### config.mk
export PLATFORM = sky130hd
export DESIGN_NAME = chrl_ctrl
export DESIGN_NICKNAME = d
export VERILOG_FILES = /design/src/hw/rtl/chrl_pkg.sv /design/src/hw/rtl/chrl_ctrl.sv
export SDC_FILE = /design/constraint.sdc
export NUM_CORES = 1
export LEC_CHECK = 0
export BUFFER_PORTS_ARGS = -buffer_cell sky130_fd_sc_hd__buf_2
export CAP_MARGIN = 20
export CORE_MARGIN = 1.5
export CORE_UTILIZATION = 55
export DETAILED_ROUTE_END_ITERATION = 16
export PLACE_DENSITY = 0.82
export RECOVER_POWER = 50
export SETUP_SLACK_MARGIN = 0.5
export SLEW_MARGIN = 20
export SYNTH_ARGS = -nofsm -noshare
export SYNTH_HDL_FRONTEND = slang
export SYNTH_SLANG_ARGS = --single-unit
### constraint.sdc
create_clock -name aclk -period 4.8 [get_ports aclk]
set_input_delay 0.72 -clock aclk [delete_from_list [all_inputs] [get_ports aclk]]
set_output_delay 0.72 -clock aclk [all_outputs]
set_load 0.005 [all_outputs]
### src/hw/rtl/chrl_pkg.sv
package chrl_pkg;

    localparam int RING_DEPTH_DEF   = 2048;
    localparam int SERVER_COUNT_DEF = 16;
    localparam int POINT_W          = 32;
    localparam int TAG_W            = 4;
    localparam int INDEX_W          = 11;

    typedef enum logic [1:0] {
        ACT_CLEAR  = 2'd0,
        ACT_INSERT = 2'd1,
        ACT_LOOKUP = 2'd2,
        ACT_NONE   = 2'd3
    } action_t;

    typedef struct packed {
        logic [1:0]         action;
        logic [POINT_W-1:0] ring_point;
        logic [TAG_W-1:0]   server_tag;
        logic [POINT_W-1:0] key_hash;
    } ring_in_t;

    typedef struct packed {
        logic [TAG_W-1:0]   chosen_server;
        logic [INDEX_W-1:0] ring_index;
        logic               ring_empty;
        logic               ring_full;
    } ring_out_t;

    typedef enum logic [2:0] {
        ST_IDLE,
        ST_SRCH_RD,
        ST_SRCH_CMP,
        ST_SHIFT_RD,
        ST_SHIFT_WR,
        ST_LOOK_RD,
        ST_LOOK_DONE,
        ST_OUT
    } ring_state_t;

endpackage

### src/hw/rtl/chrl_ctrl.sv
module chrl_ctrl import chrl_pkg::*; #(
    parameter int RING_DEPTH = RING_DEPTH_DEF,
    localparam int AW = $clog2(RING_DEPTH),
    localparam int CW = $clog2(RING_DEPTH + 1)
) (
    input  logic                aclk,
    input  logic                aresetn,
    input  logic                s_valid,
    output logic                s_ready,
    input  ring_in_t            s_data,
    output logic                m_valid,
    input  logic                m_ready,
    output ring_out_t           m_data,
    output logic                we,
    output logic [AW-1:0]       waddr,
    output logic [POINT_W+TAG_W-1:0] wdata,
    output logic [AW-1:0]       raddr,
    input  logic [POINT_W+TAG_W-1:0] rdata
);
    ring_state_t state_reg, state_next;
    logic [CW-1:0] count_reg, count_next;
    logic [CW-1:0] lo_reg, lo_next, hi_reg, hi_next;
    logic [CW-1:0] ptr_reg, ptr_next;
    logic [1:0] act_reg, act_next;
    logic [POINT_W-1:0] key_reg, key_next;
    logic [TAG_W-1:0] tag_reg, tag_next;
    ring_out_t res_reg, res_next;
    logic [CW-1:0] mid;
    logic [POINT_W-1:0] rd_point;
    logic go_right;

    assign mid      = lo_reg + ((hi_reg - lo_reg) >> 1);
    assign rd_point = rdata[POINT_W+TAG_W-1:TAG_W];
    // insert wants upper bound, lookup lower bound
    assign go_right = (act_reg == ACT_INSERT) ? (rd_point <= key_reg) : (rd_point < key_reg);

    always_ff @(posedge aclk) begin
        if (!aresetn) begin
            state_reg <= ST_IDLE;
            count_reg <= '0;
        end else begin
            state_reg <= state_next;
            count_reg <= count_next;
        end
        lo_reg  <= lo_next;
        hi_reg  <= hi_next;
        ptr_reg <= ptr_next;
        act_reg <= act_next;
        key_reg <= key_next;
        tag_reg <= tag_next;
        res_reg <= res_next;
    end

    always_comb begin
        state_next = state_reg;
        count_next = count_reg;
        lo_next = lo_reg;
        hi_next = hi_reg;
        ptr_next = ptr_reg;
        act_next = act_reg;
        key_next = key_reg;
        tag_next = tag_reg;
        res_next = res_reg;
        unique case (state_reg)
            ST_IDLE: begin
                if (s_valid) begin
                    act_next = s_data.action;
                    tag_next = s_data.server_tag;
                    key_next = (s_data.action == ACT_INSERT) ? s_data.ring_point
                                                             : s_data.key_hash;
                    lo_next  = '0;
                    hi_next  = count_reg;
                    res_next = '0;
                    state_next = ST_OUT;
                    unique case (action_t'(s_data.action))
                        ACT_CLEAR: count_next = '0;
                        ACT_INSERT: begin
                            if (count_reg == CW'(RING_DEPTH)) begin
                                res_next.ring_full = 1'b1;
                            end else begin
                                state_next = ST_SRCH_RD;
                            end
                        end
                        ACT_LOOKUP: begin
                            if (count_reg == '0) begin
                                res_next.ring_empty = 1'b1;
                            end else begin
                                state_next = ST_SRCH_RD;
                            end
                        end
                        default: ;
                    endcase
                end
            end
            ST_SRCH_RD: begin
                if (lo_reg == hi_reg) begin
                    if (act_reg == ACT_INSERT) begin
                        ptr_next = count_reg;
                        state_next = ST_SHIFT_RD;
                    end else begin
                        ptr_next = (lo_reg >= count_reg) ? '0 : lo_reg;
                        state_next = ST_LOOK_RD;
                    end
                end else begin
                    state_next = ST_SRCH_CMP;
                end
            end
            ST_SRCH_CMP: begin
                if (go_right) begin
                    lo_next = mid + 1'b1;
                end else begin
                    hi_next = mid;
                end
                state_next = ST_SRCH_RD;
            end
            ST_SHIFT_RD: begin
                // walk from the tail down, moving each entry up one slot
                if (ptr_reg == lo_reg) begin
                    count_next = count_reg + 1'b1;
                    res_next.ring_index = INDEX_W'(lo_reg);
                    state_next = ST_OUT;
                end else begin
                    state_next = ST_SHIFT_WR;
                end
            end
            ST_SHIFT_WR: begin
                ptr_next = ptr_reg - 1'b1;
                state_next = ST_SHIFT_RD;
            end
            ST_LOOK_RD: state_next = ST_LOOK_DONE;
            ST_LOOK_DONE: begin
                res_next.chosen_server = rdata[TAG_W-1:0];
                res_next.ring_index = INDEX_W'(ptr_reg);
                state_next = ST_OUT;
            end
            ST_OUT: begin
                if (m_ready) begin
                    state_next = ST_IDLE;
                end
            end
            default: state_next = ST_IDLE;
        endcase
    end

    always_comb begin
        s_ready = (state_reg == ST_IDLE);
        m_valid = (state_reg == ST_OUT);
        m_data  = res_reg;
        we      = 1'b0;
        waddr   = ptr_reg[AW-1:0];
        wdata   = rdata;
        raddr   = mid[AW-1:0];
        unique case (state_reg)
            ST_SHIFT_RD: begin
                raddr = AW'(ptr_reg - 1'b1);
                if (ptr_reg == lo_reg) begin
                    we    = 1'b1;
                    wdata = {key_reg, tag_reg};
                end
            end
            ST_SHIFT_WR: we = 1'b1;
            ST_LOOK_RD:  raddr = ptr_reg[AW-1:0];
            default: ;
        endcase
    end
endmodule

After elaboration in Yosys (flattened, before gate mapping):

Cells that the tools add are included.

* register bits after elaboration: 106
* output and inout port bits: 78

* add/sub/neg operators: 5
* magnitude comparators: 3
* equality and inequality tests: 20
* muxes and demuxes: 38
* reduce and logical (&&, ||, !) cells: 16

Operators by type and width (count)
* $mux 12: 10
* $pmux 12 s2: 4
* $mux 36: 2
* $pmux 11 s3: 1
* $le 32x32->1: 1
* $lt 32x32->1: 1
* $mux 32: 1
* $add 12x1->12 const B: 2
* $eq 12x12->1: 2
* $pmux 3 s8: 1
* $pmux 11 s2: 1
* $mux 3: 6
* $mux 17: 1
* $add 12x11->12: 1
* $eq 12x12->1 const B: 1
* $eq 3x3->1 const B: 4
* $ge 12x12->1: 1
* $logic_not 12->1: 1
* $sub 12x1->12 const B: 1
* $sub 12x12->12: 1
* $mux 11: 1
* $ne 2x2->1 const B: 5
* $reduce_and 3->1: 3
* $pmux 4 s2: 1
* other kinds (15): 29

Depth between registers and ports, before layout:

* depth in word-level cells: 5
* depth in mapped cells: 19
* gate-level depth less buffers: 18

Worst setup path after synthesis:

Ideal clock, no wire load.

* path kind: register to output
* start: register lo_reg[1]
* end: output raddr[10]
* data arrival time: 3721 ps
* required time: 4080 ps
* path slack: 359 ps
* cell stages (with the launch flop): 15
* cell sequence: edfxtp_1 > inv_1 > ha_1 > nor2b_1 > o21ai_0 > a21boi_0 > nor4_1 > o21ai_0 > o41a_1 > xnor2_1 > ha_1 > clkbuf_1 > mux2_2 > nor4b_1 > o221ai_1

* longest elaborated chain between the ends: 3

Ends and longest elaborated chain
* from (decl): RTL line chrl_ctrl.sv:22 `logic [CW-1:0] lo_reg, lo_next, hi_reg, hi_next;`
* from (signal assigned): RTL line chrl_ctrl.sv:45 `lo_reg <= lo_next;`
* $sub 12x12->12: RTL line chrl_ctrl.sv:32 `assign mid = lo_reg + ((hi_reg - lo_reg) >> 1);`
* $add 12x11->12 (*): RTL line chrl_ctrl.sv:32
* $pmux 11 s2 (*): RTL line chrl_ctrl.sv:153 `unique case (state_reg)`
* to (decl): RTL line chrl_ctrl.sv:17 `output logic [AW-1:0] raddr,`

Mark *: on every way between the ends. The rest lies on a longest branch, timed or not.

Worst setup path in the final report:

* start: register lo_reg[0]
* end: output raddr[10]

Same word-level chain as after synthesis.

==> flow_summary.ini <==
[outcome]
status = complete, but fails checks
violations = max-capacitance violations, max-slew violations

[synth]
yosys.area_share.simple = 0.164
ys.flop_type = edfxtp_1
yosysUniqueCellTypes = 62
synthAdderAreaFrac = 0.120
async_flop_share = 0
yosysTopAreaCell = edfxtp_1
syn_area_sq_um = 8020
synth.area.top_cells = edfxtp_1 (34%), ha_1 (12%), mux2_2 (5.5%)
ys_ff_latch = 106
synthMuxAreaShare = 0.0573
synthesis.instances = 871
seq_area_frac_synth = 0.378
synth_top_family_by_area = simple AND/OR/NAND/NOR gates
synthesis.nets = 1057
synth_edf_count = 91
synth-xor-area-share = 0.0579
syn_area_per_cell_sq_um = 9.20
synth.top_cell.area_share = 0.341
yosys_warnings = 0
synth_compound_area_frac = 0.158

[layout]
multi_input_area_sq_um = 4800
area_growth_pct = 24.6
fill_cells = 1013
mostFrequentLayoutCell = buf_2
layout_common_cells = buf_2 (157), nand2_1 (94), edfxtp_1 (91)
largest_reg_flops = 32
drive_gt1_frac = 0.303
seq_area_sq_um = 3030
nets = 1264
n_antenna_cell = 0

[drt]
num_vias = 7778
ant_nets = 0
wl_per_cell_microns = 19.2
wirelength_microns = 24300
routed_via_density = 6.16
drt_iter0_drc = 849
firstDrtPassIters = 7
drc = 0

[hold_path]
hp-class = reg -> reg
worstHoldPathCells = 2
hp-start = count_reg[8]
min_to = count_reg[8]

[setup_path]
cp.arrival_ns = 3.93
critPathBufInv = 3
reg2reg_from = lo_reg[1]
worstPathCellList = ha_1, buf_4, nor2b_4, o21ai_2, a21boi_2, buf_4, o21a_1, nor2_2, xnor2_1, ha_1, a21o_1, a21oi_4, a21o_1, a211oi_2, nor4b_4, o221ai_2, buf_2
crit_path_max_incr_delay_ns = 0.41
cpMaxStageDelayCell = edfxtp_1
reg2regPathDepth = 25
crit_path_max_fanout = 4
path_depth = 17
critical_path_class = reg -> out
end_kind = output port
r2r-end = lo_reg[11]
critPathLaunchType = flip-flop
crit_required_ns = 4.08
critPathTopFamily = compound AO/OA/AOI/OAI gates
rrSetupSlack_ns = 0.50

[floorplanning]
die_w_microns = 124
dieArea_sq_um = 15300
start_util = 0.571
die_h_microns = 124
rows = 43
core_area_sq_um = 14000
io-pin-count = 188

[clock_network]
htreeDepth = 3
cts.sinks = 106
holdBufCountCts = 0
cts_buffer_depth = 2
root_buffer = clkbuf_16
insertion_delay_ns = 0.36
path_clk_slew_ns = 0.08
cts_tree = done
numCtsBuffers = 9

[timing]
rsz0062_at_grt = yes
tns_ns = 0
finalCriticalPeriod_ns = 4.65
relSlewSlack = -0.134
fin_crit_sh = 0.968
max_freq_mhz = 215
fin_hold_ws_ns = 0.511
finalSetupViolCount = 0
hold_viol = 0
clock_skew_ns = 0.0115
tightestPinTransition_ns = 1.70
drv_slew = 34

[global_route]
antenna_found_initial = 0
overflow = 0
grt_max_degree = 78
grt_use_total = 0.296
grt_pass1_vias = 7115
grt_pass1_wl_microns = 34900

[placement]
gp_congestion = 0.991
dp_hpwl_microns = 16500
portBuffers = 187

[flow_run]
maxCapViolCount = 1
-- repair_timing --
action,CTS,global route
setup endpoints to repair,8,10
pin swaps,15,30
buffers inserted,22,21
resized for setup,34,47
-- cell type report --
class | instances | area share
Sequential cell | 106 | 0.304
Tap cell | 180 | 0.0225
Timing Repair Buffer | 245 | 0.133
Multi-Input combinational cell | 639 | 0.481
Clock inverter | 6 | 0.00714
Clock buffer | 10 | 0.0239
Inverter | 77 | 0.0289
-- per-stage QoR --
step | std cells | setup WS [ns] | utilization | instance area [sq um]
after floorplan | 871 | 0.559 | - | 8020
after global placement | 1204 | 0.379 | 0.646 | 9070
after detailed placement | 1204 | 0.272 | 0.646 | 9070
after CTS | 1242 | 0.290 | 0.689 | 9670
after global routing | 1263 | 0.0619 | 0.711 | 9990
final | 1263 | 0.153 | 0.711 | 9990
-- synthesized netlist by cell type, types with 2 or more instances --
cell type  instances
o21ai_0           86
a221o_1           13
a21boi_0           5
o21bai_1           3
o22ai_1            2
xnor2_1           27
nor2b_1            8
or3_1              3
nor3_1            34
o221ai_1           4
fa_1               2
mux2_2            39
buf_4             12
o21a_1             6
a31oi_1            5
a211oi_1           5
nand4_1           19
and3_1             4
nor4_1            10
and2_1            10
edfxtp_1          91
dfxtp_1           15
nor3b_1            6
inv_1             76
a21o_1            22
xor2_1            26
ha_1              74
nand2_1           95
clkbuf_1          35
nand3_1            9
or2_2              4
a31o_2             2
a21oi_1           32
nand2b_1           4
nand3b_1           3
nor2_1            52
and4_1             2
mux2i_1            2
-- how the worst max path moves through the flow --
stage | from | endpoint | slack, ns
after floorplan | lo_reg[1] | raddr[10] | 0.56
after global placement | lo_reg[1] | raddr[10] | 0.38
after detailed placement | lo_reg[1] | raddr[10] | 0.27
after CTS | lo_reg[1] | raddr[10] | 0.29
after global routing | lo_reg[0] | raddr[10] | 0.06
final | lo_reg[0] | raddr[10] | 0.15
-- per-layer routing --
layer	wire [microns]	vias to the layer above	global-route usage
met5	0	-	0
met3	2440	121	0.0554
li1	-	3541	-
met4	1120	0	0.142
met1	9120	3606	0.371
met2	11600	510	0.494
-- cells by family (layout without fill, tap and decap cells) --
group | count (synthesis) | in the layout
fa+ha+maj | 76 | 76
compound gates | 200 | 200
buf+inv | 126 | 338
mux | 41 | 41
simple gates | 269 | 269
flops | 106 | 106
xor+xnor | 53 | 53
-- worst register-to-register path, delay by kind of cell, from the launching register on --
family	cells	cell delay [ns]
fa+ha+maj	2	0.50
buf+inv	9	1.15
xor+xnor	1	0.12
compound gates	6	0.69
flops	1	0.44
simple gates	6	0.97
mux	1	0.18
Power is not shown: default switching activity piles up to over one toggle a cycle in this logic, so the estimate is an artifact.
